$ cat src/hdl/csvx_pkg.sv
`default_nettype none

package csvx_pkg;

	// Default store capacity of one cell, in bytes.
	localparam int CELL_CAPACITY_DEF = 32;

	// Position width that covers every legal capacity, up to 64 bytes.
	localparam int POS_W = 7;

	localparam logic [7:0] CH_DQUOTE = 8'h22;
	localparam logic [7:0] CH_BSLASH = 8'h5C;
	localparam logic [7:0] CH_NL     = 8'h0A;
	localparam logic [7:0] CH_SPACE  = 8'h20;
	localparam logic [7:0] CH_TAB    = 8'h09;

	localparam logic [7:0] SEP_RESET  = 8'd44;
	localparam logic       TRIM_RESET = 1'b1;

	typedef enum logic [0:0] {
		CFG_FIELD_SEP = 1'b0,
		CFG_TRIM_EN   = 1'b1
	} cfg_idx_t;

	typedef enum logic [1:0] {
		ST_OK        = 2'd0,
		ST_BAD_QUOTE = 2'd1,
		ST_EARLY_END = 2'd2,
		ST_OVERFLOW  = 2'd3
	} status_t;

	// One finished cell or one error, handed from the parser to the replay side.
	typedef struct packed {
		logic             err;
		status_t          status;
		logic             empty;
		logic             bank;
		logic [POS_W-1:0] lo;
		logic [POS_W-1:0] hi;
		logic [7:0]       count;
	} job_t;

	typedef struct packed {
		logic             en;
		logic             bank;
		logic [POS_W-1:0] idx;
		logic [7:0]       data;
	} mem_wr_t;

	typedef struct packed {
		logic en;
		logic bank;
	} release_t;

	function automatic logic is_blank(input logic [7:0] c);
		return (c == CH_SPACE) || (c == CH_TAB);
	endfunction

endpackage

`default_nettype wire

$ cat src/hdl/csvx_front.sv
`default_nettype none

module csvx_front import csvx_pkg::*; #(
	parameter int CELL_CAPACITY = CELL_CAPACITY_DEF
) (
	input  wire logic       clk,
	input  wire logic       arst_n,
	input  wire logic       in_valid,
	output logic            in_ready,
	input  wire logic [7:0] in_byte,
	input  wire logic       last_column,
	input  wire logic       end_of_data,
	input  wire logic [7:0] field_sep,
	input  wire logic       trim_en,
	output job_t            job,
	output logic            job_valid,
	input  wire logic       job_ready,
	output mem_wr_t         mem_wr,
	input  release_t        rel
);

	localparam int LEN_W = $clog2(CELL_CAPACITY + 1);

	typedef enum logic [1:0] {
		PH_IDLE,
		PH_COLLECT,
		PH_ESCAPE,
		PH_AFTERQ
	} phase_t;

	phase_t           phase_q, phase_d;
	logic             quoted_q, quoted_d;
	logic [7:0]       term_q, term_d;
	logic [LEN_W-1:0] len_q, len_d;
	logic [7:0]       cnt_q, cnt_d;
	logic             has_q, has_d;
	logic [POS_W-1:0] lo_q, lo_d, hi_q, hi_d;
	logic             bank_q;
	logic [1:0]       busy_q, busy_d;

	logic             accept;
	logic [7:0]       cnt_inc, want;
	logic [7:0]       eff_term;
	logic             eff_quoted, eff_has;
	logic [LEN_W-1:0] eff_len;
	logic             collect_en, store_en, push_cell, push_err, do_clear;
	status_t          err_code;
	logic [7:0]       cell_cnt;

	assign in_ready = !busy_q[bank_q] && job_ready;
	assign accept   = in_valid && in_ready;
	assign cnt_inc  = cnt_q + 8'd1;
	assign want     = last_column ? CH_NL : field_sep;

	// A new cell starts from an empty store; its terminator is chosen here for unquoted cells.
	assign eff_len    = (phase_q == PH_IDLE) ? '0 : len_q;
	assign eff_has    = (phase_q == PH_IDLE) ? 1'b0 : has_q;
	assign eff_quoted = (phase_q == PH_IDLE) ? 1'b0 : quoted_q;
	assign eff_term   = (phase_q == PH_IDLE) ? want : term_q;

	always_comb begin
		phase_d    = phase_q;
		quoted_d   = quoted_q;
		term_d     = term_q;
		len_d      = len_q;
		cnt_d      = cnt_q;
		has_d      = has_q;
		lo_d       = lo_q;
		hi_d       = hi_q;
		collect_en = 1'b0;
		store_en   = 1'b0;
		push_cell  = 1'b0;
		push_err   = 1'b0;
		err_code   = ST_OK;
		cell_cnt   = cnt_inc;
		mem_wr     = '0;

		if (accept) begin
			if (end_of_data) begin
				cell_cnt = cnt_q;
				if (phase_q == PH_COLLECT) begin
					push_cell = 1'b1;
				end else begin
					push_err = 1'b1;
					err_code = ST_EARLY_END;
				end
			end else begin
				cnt_d = cnt_inc;
				len_d = eff_len;
				has_d = eff_has;
				unique case (phase_q)
					PH_IDLE: begin
						phase_d = PH_COLLECT;
						if (in_byte == CH_DQUOTE) begin
							quoted_d = 1'b1;
							term_d   = CH_DQUOTE;
						end else begin
							quoted_d   = 1'b0;
							term_d     = want;
							collect_en = 1'b1;
						end
					end
					PH_COLLECT: collect_en = 1'b1;
					PH_ESCAPE: begin
						phase_d  = PH_COLLECT;
						store_en = 1'b1;
					end
					PH_AFTERQ: begin
						if (in_byte != want) begin
							push_err = 1'b1;
							err_code = ST_BAD_QUOTE;
						end else begin
							push_cell = 1'b1;
						end
					end
					default: phase_d = PH_IDLE;
				endcase

				if (collect_en) begin
					if (in_byte == eff_term) begin
						if (eff_quoted) begin
							phase_d = PH_AFTERQ;
						end else begin
							push_cell = 1'b1;
						end
					end else if (in_byte == CH_BSLASH) begin
						phase_d = PH_ESCAPE;
					end else begin
						store_en = 1'b1;
					end
				end

				if (store_en) begin
					if (eff_len >= LEN_W'(CELL_CAPACITY)) begin
						push_err = 1'b1;
						err_code = ST_OVERFLOW;
					end else begin
						mem_wr.en   = 1'b1;
						mem_wr.bank = bank_q;
						mem_wr.idx  = POS_W'(eff_len);
						mem_wr.data = in_byte;
						len_d       = eff_len + LEN_W'(1);
						// Trim bounds track the first and last non-blank bytes.
						if (!is_blank(in_byte)) begin
							if (!eff_has) begin
								lo_d = POS_W'(eff_len);
							end
							hi_d  = POS_W'(eff_len) + POS_W'(1);
							has_d = 1'b1;
						end
					end
				end
			end
		end

		do_clear = push_cell || push_err;
		if (do_clear) begin
			phase_d  = PH_IDLE;
			quoted_d = 1'b0;
			term_d   = '0;
			len_d    = '0;
			cnt_d    = '0;
			has_d    = 1'b0;
		end

		// A closing or failed cell claims its bank; the replay side hands it back when done.
		busy_d = busy_q;
		if (rel.en) begin
			busy_d[rel.bank] = 1'b0;
		end
		if (do_clear) begin
			busy_d[bank_q] = 1'b1;
		end
	end

	always_comb begin
		job        = '0;
		job.bank   = bank_q;
		job_valid  = push_cell || push_err;
		if (push_err) begin
			job.err    = 1'b1;
			job.status = err_code;
			job.empty  = 1'b1;
		end else begin
			job.status = ST_OK;
			job.count  = cell_cnt;
			if (trim_en) begin
				job.empty = !eff_has;
				job.lo    = lo_q;
				job.hi    = hi_q;
			end else begin
				job.empty = (eff_len == '0);
				job.lo    = '0;
				job.hi    = POS_W'(eff_len);
			end
		end
	end

	always_ff @(posedge clk or negedge arst_n) begin
		if (!arst_n) begin
			phase_q  <= PH_IDLE;
			quoted_q <= 1'b0;
			term_q   <= '0;
			len_q    <= '0;
			cnt_q    <= '0;
			has_q    <= 1'b0;
			lo_q     <= '0;
			hi_q     <= '0;
			bank_q   <= 1'b0;
			busy_q   <= '0;
		end else begin
			phase_q  <= phase_d;
			quoted_q <= quoted_d;
			term_q   <= term_d;
			len_q    <= len_d;
			cnt_q    <= cnt_d;
			has_q    <= has_d;
			lo_q     <= lo_d;
			hi_q     <= hi_d;
			busy_q   <= busy_d;
			if (do_clear) begin
				bank_q <= !bank_q;
			end
		end
	end

endmodule

`default_nettype wire

$ cat src/hdl/csvx_jobq.sv
`default_nettype none

module csvx_jobq import csvx_pkg::*; (
	input  wire logic clk,
	input  wire logic arst_n,
	input  job_t      push_data,
	input  wire logic push_valid,
	output logic      push_ready,
	output job_t      pop_data,
	output logic      pop_valid,
	input  wire logic pop_ready
);

	job_t       data_q [2];
	logic       wr_ptr_q, rd_ptr_q;
	logic [1:0] fill_q;
	logic       do_push, do_pop;

	assign push_ready = (fill_q != 2'd2);
	assign pop_valid  = (fill_q != 2'd0);
	assign pop_data   = data_q[rd_ptr_q];
	assign do_push    = push_valid && push_ready;
	assign do_pop     = pop_valid && pop_ready;

	always_ff @(posedge clk) begin
		if (do_push) begin
			data_q[wr_ptr_q] <= push_data;
		end
	end

	always_ff @(posedge clk or negedge arst_n) begin
		if (!arst_n) begin
			wr_ptr_q <= 1'b0;
			rd_ptr_q <= 1'b0;
			fill_q   <= '0;
		end else begin
			if (do_push) begin
				wr_ptr_q <= !wr_ptr_q;
			end
			if (do_pop) begin
				rd_ptr_q <= !rd_ptr_q;
			end
			if (do_push && !do_pop) begin
				fill_q <= fill_q + 2'd1;
			end else if (do_pop && !do_push) begin
				fill_q <= fill_q - 2'd1;
			end
		end
	end

endmodule

`default_nettype wire

$ cat src/hdl/csvx_back.sv
`default_nettype none

module csvx_back import csvx_pkg::*; #(
	parameter int CELL_CAPACITY = CELL_CAPACITY_DEF
) (
	input  wire logic  clk,
	input  wire logic  arst_n,
	input  mem_wr_t    mem_wr,
	input  job_t       job,
	input  wire logic  job_valid,
	output logic       job_pop,
	output release_t   rel,
	output logic       out_valid,
	input  wire logic  out_ready,
	output logic [7:0] out_byte,
	output logic       cell_empty,
	output logic       last,
	output logic [1:0] status,
	output logic [7:0] consumed_count
);

	localparam int IDX_W     = (CELL_CAPACITY > 1) ? $clog2(CELL_CAPACITY) : 1;
	localparam int MEM_DEPTH = 2 << IDX_W;

	typedef enum logic {
		B_IDLE,
		B_RUN
	} bstate_t;

	logic [7:0]       mem [MEM_DEPTH];
	bstate_t          state_q;
	logic             bank_q;
	logic [POS_W-1:0] idx_q, hi_q, idx_inc;
	logic [7:0]       cnt_q;
	logic             out_valid_q, empty_q, last_q;
	status_t          status_q;
	logic [7:0]       count_q, byte_q;
	logic             out_free, single, rd_en, run_last;

	assign out_free = !out_valid_q || out_ready;
	assign job_pop  = (state_q == B_IDLE) && job_valid && out_free;
	assign single   = job.err || job.empty;
	assign rd_en    = (state_q == B_RUN) && out_free;
	assign idx_inc  = idx_q + POS_W'(1);
	assign run_last = (idx_inc == hi_q);

	always_comb begin
		rel = '0;
		if (job_pop && single) begin
			rel.en   = 1'b1;
			rel.bank = job.bank;
		end else if (rd_en && run_last) begin
			rel.en   = 1'b1;
			rel.bank = bank_q;
		end
	end

	always_ff @(posedge clk) begin
		if (mem_wr.en) begin
			mem[{mem_wr.bank, mem_wr.idx[IDX_W-1:0]}] <= mem_wr.data;
		end
		if (rd_en) begin
			byte_q <= mem[{bank_q, idx_q[IDX_W-1:0]}];
		end else if (job_pop && single) begin
			byte_q <= '0;
		end
	end

	always_ff @(posedge clk or negedge arst_n) begin
		if (!arst_n) begin
			state_q     <= B_IDLE;
			out_valid_q <= 1'b0;
			bank_q      <= 1'b0;
			idx_q       <= '0;
			hi_q        <= '0;
			cnt_q       <= '0;
			empty_q     <= 1'b0;
			last_q      <= 1'b0;
			status_q    <= ST_OK;
			count_q     <= '0;
		end else begin
			if (out_valid_q && out_ready) begin
				out_valid_q <= 1'b0;
			end
			unique case (state_q)
				B_IDLE: begin
					if (job_pop) begin
						if (single) begin
							out_valid_q <= 1'b1;
							empty_q     <= 1'b1;
							last_q      <= 1'b1;
							status_q    <= job.status;
							count_q     <= job.count;
						end else begin
							state_q <= B_RUN;
							bank_q  <= job.bank;
							idx_q   <= job.lo;
							hi_q    <= job.hi;
							cnt_q   <= job.count;
						end
					end
				end
				B_RUN: begin
					if (rd_en) begin
						out_valid_q <= 1'b1;
						empty_q     <= 1'b0;
						last_q      <= run_last;
						status_q    <= ST_OK;
						count_q     <= cnt_q;
						idx_q       <= idx_inc;
						if (run_last) begin
							state_q <= B_IDLE;
						end
					end
				end
				default: state_q <= B_IDLE;
			endcase
		end
	end

	assign out_valid      = out_valid_q;
	assign out_byte       = byte_q;
	assign cell_empty     = empty_q;
	assign last           = last_q;
	assign status         = status_q;
	assign consumed_count = count_q;

endmodule

`default_nettype wire

$ cat src/hdl/csv_cell_extractor.sv
// CSV cell extractor. Text enters one byte per request on the input channel, with
// last_column telling whether the cell ends at a newline instead of the field
// separator, and end_of_data marking the end of the buffer (no byte carried). A
// cell that opens with a double quote runs to the next unescaped quote, which must
// be followed by the terminator; a backslash takes the next byte literally. Each
// finished cell comes out as a burst of result requests, one stored byte each,
// trimmed of leading and trailing spaces and tabs when trim_enable is set; an
// empty cell or an error gives a single request with cell_empty set. Timing: the
// parser takes one byte per cycle unless stalled. A cell's bytes go into one of two
// store banks, so the next cell is collected while the previous one is replayed.
// Replay starts with a step that takes the descriptor and then reads one byte per
// cycle from the store's single read port while the output is not stalled. Input
// stalls while the parser's bank is in replay or the descriptor queue is full.
// Configuration writes are always accepted and should be made while idle.
`default_nettype none

module csv_cell_extractor import csvx_pkg::*; #(
	parameter int CELL_CAPACITY = CELL_CAPACITY_DEF
) (
	input  wire logic       clk,
	input  wire logic       arst_n,
	// Configuration write channel.
	input  wire logic       cfg_valid,
	output logic            cfg_ready,
	input  wire logic [0:0] cfg_index,
	input  wire logic [7:0] cfg_data,
	// Input byte channel.
	input  wire logic       in_valid,
	output logic            in_ready,
	input  wire logic [7:0] in_byte,
	input  wire logic       last_column,
	input  wire logic       end_of_data,
	// Result channel.
	output logic            out_valid,
	input  wire logic       out_ready,
	output logic [7:0]      out_byte,
	output logic            cell_empty,
	output logic            last,
	output logic [1:0]      status,
	output logic [7:0]      consumed_count
);

	logic [7:0] sep_q;
	logic       trim_q;

	job_t       push_job, pop_job;
	logic       push_valid, push_ready, pop_valid, pop_ready;
	mem_wr_t    mem_wr;
	release_t   rel;

	// The register file never stalls a write request.
	assign cfg_ready = 1'b1;

	always_ff @(posedge clk or negedge arst_n) begin
		if (!arst_n) begin
			sep_q  <= SEP_RESET;
			trim_q <= TRIM_RESET;
		end else if (cfg_valid) begin
			case (cfg_idx_t'(cfg_index))
				CFG_FIELD_SEP: sep_q  <= cfg_data;
				CFG_TRIM_EN:   trim_q <= cfg_data[0];
				default:       sep_q  <= sep_q;
			endcase
		end
	end

	// The parser classifies each byte, writes kept bytes into the current bank and
	// posts a descriptor with its byte bounds when a cell closes, or its status when it fails.
	csvx_front #(
		.CELL_CAPACITY(CELL_CAPACITY)
	) u_front (
		.clk         (clk),
		.arst_n      (arst_n),
		.in_valid    (in_valid),
		.in_ready    (in_ready),
		.in_byte     (in_byte),
		.last_column (last_column),
		.end_of_data (end_of_data),
		.field_sep   (sep_q),
		.trim_en     (trim_q),
		.job         (push_job),
		.job_valid   (push_valid),
		.job_ready   (push_ready),
		.mem_wr      (mem_wr),
		.rel         (rel)
	);

	// Two descriptors of queue decouple the parser from the replay side.
	csvx_jobq u_jobq (
		.clk        (clk),
		.arst_n     (arst_n),
		.push_data  (push_job),
		.push_valid (push_valid),
		.push_ready (push_ready),
		.pop_data   (pop_job),
		.pop_valid  (pop_valid),
		.pop_ready  (pop_ready)
	);

	// The replay side owns the cell store and walks each descriptor's byte range,
	// handing the bank back after the last read, or at once for empty or failed cells.
	csvx_back #(
		.CELL_CAPACITY(CELL_CAPACITY)
	) u_back (
		.clk            (clk),
		.arst_n         (arst_n),
		.mem_wr         (mem_wr),
		.job            (pop_job),
		.job_valid      (pop_valid),
		.job_pop        (pop_ready),
		.rel            (rel),
		.out_valid      (out_valid),
		.out_ready      (out_ready),
		.out_byte       (out_byte),
		.cell_empty     (cell_empty),
		.last           (last),
		.status         (status),
		.consumed_count (consumed_count)
	);

endmodule

`default_nettype wire
$ cat config.mk
export PLATFORM = sky130hd
export DESIGN_NAME = csv_cell_extractor
export DESIGN_NICKNAME = d
export VERILOG_FILES = /design/src/hdl/csvx_pkg.sv /design/src/hdl/csvx_front.sv /design/src/hdl/csvx_jobq.sv /design/src/hdl/csvx_back.sv /design/src/hdl/csv_cell_extractor.sv
export SDC_FILE = /design/constraint.sdc
export NUM_CORES = 1
export LEC_CHECK = 0
export BUFFER_PORTS_ARGS = -buffer_cell sky130_fd_sc_hd__buf_2
export CORE_UTILIZATION = 40
export CTS_CLUSTER_SIZE = 12
export DETAILED_ROUTE_END_ITERATION = 8
export GPL_TIMING_DRIVEN = 1
export HOLD_SLACK_MARGIN = 0.08
export PLACE_DENSITY_LB_ADDON = 0.25
export SYNTH_ARGS = -nofsm -noshare
export SYNTH_HDL_FRONTEND = slang
export SYNTH_HIERARCHICAL = 1
export SYNTH_SLANG_ARGS = --single-unit
$ cat constraint.sdc
create_clock -name clk -period 5.15 [get_ports clk]
set_input_delay 0.515 -clock clk [delete_from_list [all_inputs] [get_ports clk]]
set_output_delay 0.515 -clock clk [all_outputs]
set_load 0.005 [all_outputs]
# Word-level counts from Yosys, hierarchy flattened
# Memories as Yosys holds them, arrays and structs flattened.
# Cells that the tools add are included.
# op_classes
multipliers	0
n_div	0
addsub	6
mux	125
reduce_logical	43
magnitude_cmp	5
n_eq_ne	16
bitwise_logic	10
shift	0
# ops
cell	n
two-way mux 8 bit	16
two-way mux 17 bit	4
two-way mux 1 bit	60
two-way mux 2 bit	23
two-way mux 6 bit	6
two-way mux 22 bit	1
two-way mux 7 bit	3
== test 8 x 6 -> 1 bit (second input constant)	2
one-hot mux 8 bit (2 select lines)	1
logical AND 1 bit	14
one-hot mux 7 bit (2 select lines)	1
two-way mux 13 bit	1
AND reduction 3 bit	4
one-hot mux 1 bit (2 select lines)	5
nonzero test 2 bit	5
adder 8 x 1 -> 8 bit (second input constant)	1
== test 8 x 4 -> 1 bit (second input constant)	1
== test 8 x 7 -> 1 bit (second input constant)	1
== test 8 bit	1
zero test 1 bit	8
!= test 8 bit	1
adder 6 x 1 -> 7 bit (second input constant)	1
adder 7 x 1 -> 7 bit (second input constant)	1
== test 7 bit	1
24 further kinds	43
# word_totals
wordCells	233
latchBits	0
rom_bits	0
input_bits	24
regBits	100
mem_count	2
ram_bits	566
# memory_table
memory	words	word_bits	rd	rd_ports_with_merged_regs	write_ports	line	text
u_back.mem	64	8	1	0	1	csvx_back.sv:30	logic [7:0] mem [MEM_DEPTH];
u_jobq.data_q	2	27	1	0	1	csvx_jobq.sv:14	job_t data_q [2];

# Logic depth before layout (Yosys ltp)
# Gate-level depths: netlist of run 1.
# logic_depth
depth_word	18
ltp_mapped	15
ltp_nobuf	12

# Hierarchy
# The synthesis of run 1 kept the hierarchy.
# by_module_without_submodules
mod	cells_each	area_per_inst_um2	instances	seq_area_each_um2
csvx_back	1143	22181.3	1	16540.9
csvx_front	402	3318.2	1	1051.0
csvx_jobq	102	2242.2	1	1721.7
csv_cell_extractor	23	401.6	1	230.2

# Least setup slack after synthesis of run 1
# OpenSTA, ideal clock, no wires.
# synth_path
path_type	in2reg
startpoint	in last_column
endpoint	mem u_back.mem[7][0] (enable)
arrival_ps	3622
required_ps	4780
slack_ps	1158
setup_time_ps	370
path_stages	13
cell_sequence	buf_6 or4b_4 and3_4 nor4_4 and4_2 o21ai_2 clkbuf_1 clkbuf_1 and2_1 clkbuf_1 or3_1 clkbuf_1 nor2_1
# synth_lines
item	line	text
start, declared	csv_cell_extractor.sv:31	input wire logic last_column,
end, declared	csvx_back.sv:30	

==> results of run 1 <==
==> power groups by stage <==
stage / clock [mW] / sequential (mW) / combinational [mW]
after global routing: 5.15 / 7.16 / 4.75
after detailed placement: 0 / 7.20 / 4.42
after floorplan: 0 / 6.72 / 3.54
after global placement: 0 / 7.19 / 4.37
final: 4.84 / 7.08 / 4.43
after CTS: 4.95 / 7.09 / 4.44
==> path summary, 6_finish.rpt <==
check	to	slack [ps]	depth (start not counted)
min in group asynchronous	u_back/consumed_count[4]$_DFFE_PN0P_	510	2
worst min register to register	u_front/lo_q[5]$_DFFE_PN0P_	490	1
worst min-delay path	sep_q[7]$_DFFE_PN0P_	140	2
max in group asynchronous	trim_q$_DFFE_PN1P_	3600	3
worst max-delay path	u_back/mem[30][4]$_DFFE_PP_	750	10
worst max register to register	u_back/mem[30][4]$_DFFE_PP_	750	10
==> sequential cells by signal, indices dropped and copies added, names as in the netlist, 7 cells and up <==
signal / cells
u_back/mem: 512
u_jobq/data_q: 54
sep_q: 8
u_back/cnt_q: 8
u_back/consumed_count: 8
u_back/out_byte: 8
u_front/cnt_q: 8
u_front/term_q: 8
u_back/hi_q: 7
u_back/idx_q: 7
u_front/hi_q: 7
==> layout make-up <==
class                           count  area [um2]  area share, %
Antenna cell                        1        2.50        0.00787
Clock buffer                       98        1910           6.01
Clock inverter                     21         260          0.819
Inverter                           18        67.6          0.213
Multi-Input combinational cell    887        7930           25.0
Sequential cell                   666       19600           61.5
Tap cell                          931        1160           3.67
Timing Repair Buffer              127         893           2.81
==> routing by layer <==
| layer | track usage (%) | up-vias |
|---|---|---|
| li1 | - | 6800 |
| met1 | 26.5 | 7842 |
| met2 | 28.9 | 491 |
| met3 | 3.81 | 82 |
| met4 | 5.98 | 0 |
| met5 | 0 | - |
==> metrics by stage <==
step                worst slack, ps  util, %  total power, mW  cell area [um2]  hold slack (ps)
finish                          748     46.0             16.3            31800              136
global route                    447     46.0             17.1            31800              122
CTS                             806     46.0             16.5            31800              105
detailed placement              699     42.9             11.6            29600              473
global placement                729     42.9             11.6            29600              466
floorplan                      1160        -             10.3            28100              219
==> worst max-delay path, delay by kind of cell (launching register included) <==
kind / cells / cell delay, ps
flip-flops: 1 / 530
AND/OR/NAND/NOR: 7 / 2630
AO/OA/AOI/OAI: 2 / 690
buffers and inverters: 1 / 230
==> cell usage in the layout, fill, tap and decap left out, drive strengths merged, types with 7 or more instances in the layout <==
cell type  instances
nor2b             26
nand2             76
nor2             118
nor3              10
mux2              81
inv               20
o2bb2ai           10
o21ai             41
a22o              13
mux2i             64
o211ai            10
mux4             107
nand4             12
nand3             38
clkinv            13
nand2b            18
a31oi             13
xor2               7
nor4              12
buf              126
a22oi             10
a21oi             36
o22ai             28
and2              18
xnor2             23
and3b              7
dfrtp             88
edfxtp           574
and3              10
clkbuf            98
==> flow_summary.yaml, run 1 <==
cts:
  cts_sinks: 666
  clk_pin_slew_worst_paths_ps: 60
  post_cts_buffers: 0
  clk_latency_ps: 620
  clock-root-buffer: "clkbuf_16"
  numCtsBuffers: 71
  clockBufferDepth: 3
  cts_tree: "done"
  hold_buffers: 1
  htree_levels: 3
  cts_resized: 0
setup_path:
  critPathCaptureType: "flop"
  critPathSlowestCell: "or4b_1"
  cpPeakStageDelay_ps: 610
  cp_common_cell: "nor2b_1"
  crit_chain: "or4b_1 > a21oi_1 > nor4_4 > and4_2 > o21ai_2 > nor2b_1 > nor2b_1 > nand3_1 > nor2_1 > buf_4"
  start_kind: "flop"
  critPathKind: "flop to flop"
  r2r-start: "u_front/phase_q[0]$_DFFE_PN0P_"
  arrival_ps: 4710
  cp-startpoint: "u_front/phase_q[0]$_DFFE_PN0P_"
  cp.required_ps: 5460
  critPathMaxFanout: 13
routing:
  first_iter_violations: 1529
  drt_wl_total_mm: 65.4
  avgViaCountPerCell: 5.53
  ant_nets: 0
  met1_length_mm: 29.1
  drtPass1Iterations: 5
  drc: 0
  wl_met2_mm: 30.6
  top_layer_used: "met4"
  vias: 15215
  wl_met3_mm: 4.24
  wl_per_cell_um: 23.8
power:
  clock_power_share_pct: 29.6
  pwr-share-comb_pct: 27.1
  switchingPower_mw: 5.10
  p_per_area_nw_per_um2: 514
  p_seq_share_pct: 43.3
  irDropWorstVdd_mv: 0.282
  p_leak_nw: 11.0
  p_int_mw: 11.2
  switching_share_pct: 31.2
floorplanning:
  die_h_um: 267
  die_w_um: 267
  dieArea_um2: 71400
  core_um2: 69100
  row_count: 96
  ios: 47
  start_util_pct: 40.7
sta:
  hold_violations: 0
  max_clock_freq_ghz: 0.227
  skew_ps: 26.6
  maxSlewHeadroom_pct: 7.81
  tns_ps: 0
  grt_setup_unrepaired: "false"
  tightest_slew_ps: 1370
  period_minus_slack_ps: 4400
  finalSetupViolCount: 0
  drv_slew: 0
  period_share_pct: 85.5
run_status:
  outcome: "completed"
global_routing:
  grt_max_degree: 58
  grt_first_pass_wirelength_mm: 99.0
  antenna_found_initial: 0
  gr-total-overflow: 0
  grt_use_total_pct: 18.7
  grt_pass1_vias: 15493
min_path:
  min-delay-start: "cfg_data[7]"
  worstHoldPathType: "primary input to flop"
yosys:
  syn-cell-area_um2: 28100
  synth_nets: 1698
  ys_warn_count: 6
  avgSynthCellArea_um2: 16.9
  syn-instance-count: 1668
layout:
  fin_cells: 2749
  final_nets: 1801
  drive_gt1_share_pct: 24.0
  syn_to_final_growth_pct: 13.0
  nFillCells: 5874
placed_design:
  post-place-cells: 2627
  gp_congestion: 0.852
  dp_hpwl_mm: 42.3
  numPortBuffers: 45
flow_run:
  maxCapViolCount: 0
(Power assumes the default switching activity.)
==> run 2: changes to the inputs <==
--- a/config.mk
+++ b/config.mk
@@ -6,6 +6,7 @@
 export NUM_CORES = 1
 export LEC_CHECK = 0
 export BUFFER_PORTS_ARGS = -buffer_cell sky130_fd_sc_hd__buf_2
+export CORE_MARGIN = 8
 export CORE_UTILIZATION = 40
 export CTS_CLUSTER_SIZE = 12
 export DETAILED_ROUTE_END_ITERATION = 8
==> constraint.sdc (replaced) <==
create_clock -name clk -period 3.7 [get_ports clk]
set_input_delay 0.37 -clock clk [delete_from_list [all_inputs] [get_ports clk]]
set_output_delay 0.37 -clock clk [all_outputs]
set_load 0.005 [all_outputs]
==> run 2 against run 1 <==
Compared with the run above: utilization up 0.69 points; first-iteration DRC count shrank 4.3%; clock skew increased by 3.2 ps; largest cell class unchanged; combinational power up 53%; critical path depth is the same; final area is 2.6% higher; sequential share of layout area fell by 1.5 points; total power increased by 41%; clock power up 38%; fmax grew 26%; critical path type unchanged; clock-buffer cell count up 5.
==> flow_summary.yaml, run 2 (synthesized netlist as in run 1, its figures left out) <==
setup_path:
  r2r_cells: 10
  r2r-end: "u_back/mem[35][1]$_DFFE_PP_"
  critPathSlowestCell: "dfstp_2"
  cpPeakStageDelay_ps: 580
  critPathMaxFanout: 9
  start_kind: "flop"
  rrSetupSlack_ps: 210
  cp_common_cell: "buf_4"
  arrival_ps: 3790
  crit_chain: "or4b_1 > a21oi_1 > nor4_4 > and4_2 > o21ai_2 > buf_4 > and2_2 > nand4_1 > nor2_1 > buf_4"
  critPathKind: "flop to flop"
  cp.required_ps: 4000
  critPathCaptureType: "flop"
  r2r-start: "sep_q[5]$_DFFE_PN1P_"
  crit_end: "u_back/mem[35][1]$_DFFE_PP_"
  cp-startpoint: "sep_q[5]$_DFFE_PN1P_"
sta:
  grt_setup_unrepaired: "false"
  maxSlewHeadroom_pct: 40.0
  finalSetupViolCount: 0
  tightest_slew_ps: 895
  max_clock_freq_ghz: 0.287
  period_minus_slack_ps: 3490
  hold_violations: 0
  drv_slew: 0
  skew_ps: 29.7
  timing.hold.ws_ps: 180
  period_share_pct: 94.3
power:
  irDropWorstVdd_mv: 0.306
  p_leak_nw: 11.4
  p_per_area_nw_per_um2: 708
routing:
  drt_wl_total_mm: 66.8
  vias: 15528
  ant_nets: 0
  drc: 0
  drtPass1Iterations: 5
  first_iter_violations: 1464
  wl_per_cell_um: 23.5
  avgViaCountPerCell: 5.46
global_routing:
  grt_use_total_pct: 16.9
  grt_max_degree: 65
  grt_first_pass_wirelength_mm: 101
  gr-total-overflow: 0
  grt_pass1_vias: 15943
  antenna_found_initial: 1
layout:
  final_common_cell: "edfxtp_1"
  drive_gt1_share_pct: 28.0
  mostFrequentLayoutCells: "574 x edfxtp_1, 143 x buf_4, 107 x mux4_2"
  nFillCells: 5910
  regArea_um2: 19600
  final_util_pct: 46.7
  largest_reg_flops: 512
  fin_cells: 2843
  syn_to_final_growth_pct: 15.9
  multiInputGateArea_um2: 8000
  final_nets: 1882
flow_run:
  maxCapViolCount: 0
floorplanning:
  die_h_um: 281
  core_um2: 69800
  ios: 47
  die_w_um: 281
  start_util_pct: 40.3
  dieArea_um2: 79100
  row_count: 97
placed_design:
  numPortBuffers: 45
  dp_hpwl_mm: 43.4
  post-place-cells: 2707
  gp_congestion: 0.849
run_status:
  outcome: "completed"
min_path:
  worstHoldPathType: "primary input to flop"
cts:
  htree_levels: 3
  clk_pin_slew_worst_paths_ps: 60
  clk_latency_ps: 610
  clockBufferDepth: 3
  cts_tree: "done"
  cts_sinks: 666
  numCtsBuffers: 71
  clock-root-buffer: "clkbuf_16"
[run 2: how the worst min path moves through the flow]
stage	start	end	slack (ps)	cells past startpoint
global placement	arst_n	u_back/consumed_count[7]$_DFFE_PN0P_	420	1
detailed placement	arst_n	u_back/consumed_count[7]$_DFFE_PN0P_	420	1
finish	end_of_data	u_front/cnt_q[2]$_DFFE_PN0P_	180	4
global route	cfg_index	sep_q[6]$_DFFE_PN0P_	190	3
CTS	end_of_data	u_front/cnt_q[2]$_DFFE_PN0P_	120	4
floorplan	arst_n	sep_q[0]$_DFFE_PN0P_	70	0
[run 2: routing by layer]
metal | GRT usage [%] | part of all wire, % | up-vias
met3 | 2.92 | 6.1 | 93
met1 | 23.3 | 44 | 8015
li1 | - | - | 6957
met2 | 27.0 | 48 | 463
met5 | 0.188 | 0 | -
met4 | 5.65 | 2.5 | 0
[run 2: stage by stage]
stage | power [mW] | setup WS [ps] | TNS [ps] | area (um2)
6_report | 23.1 | 211 | 0 | 32600
5_1_grt | 24.1 | 16.0 | 0 | 32600
2_1_floorplan | 14.3 | -147 | -14680 | 28200
4_1_cts | 23.3 | 9.02 | 0 | 32600
3_3_place_gp | 16.4 | -365 | -56980 | 30300
3_5_place_dp | 16.5 | -342 | -54570 | 30300
[run 2: what timing repair did]
| item | in CTS | in global routing |
|---|---|---|
| resized for setup | 3 | 9 |
| buffers inserted | 2 | 0 |
| endpoints found under the hold margin | 50 | 0 |
| hold buffers | 10 | 0 |
| setup endpoints to repair | 402 | 358 |
[run 2: area by class of cell]
cell class,instances,share of cell area (%)
Multi-Input combinational cell,887,24.5
Clock inverter,20,0.530
Antenna cell,1,0.00768
Sequential cell,666,60.0
Tap cell,940,3.61
Inverter,18,0.207
Timing Repair Buffer,208,4.95
Clock buffer,103,6.17
[run 2: critical path, delay by kind of cell (launching register included)]
kind | cells | cell delay, ps
AO/OA/AOI/OAI | 2 | 530
flip-flops | 1 | 580
buffers and inverters | 2 | 430
AND/OR/NAND/NOR | 6 | 1660
[run 2: power breakdown]
group	internal, mW	switching (mW)
sequential	8.97	0.607
combinational	3.07	3.73
clock	3.91	2.78
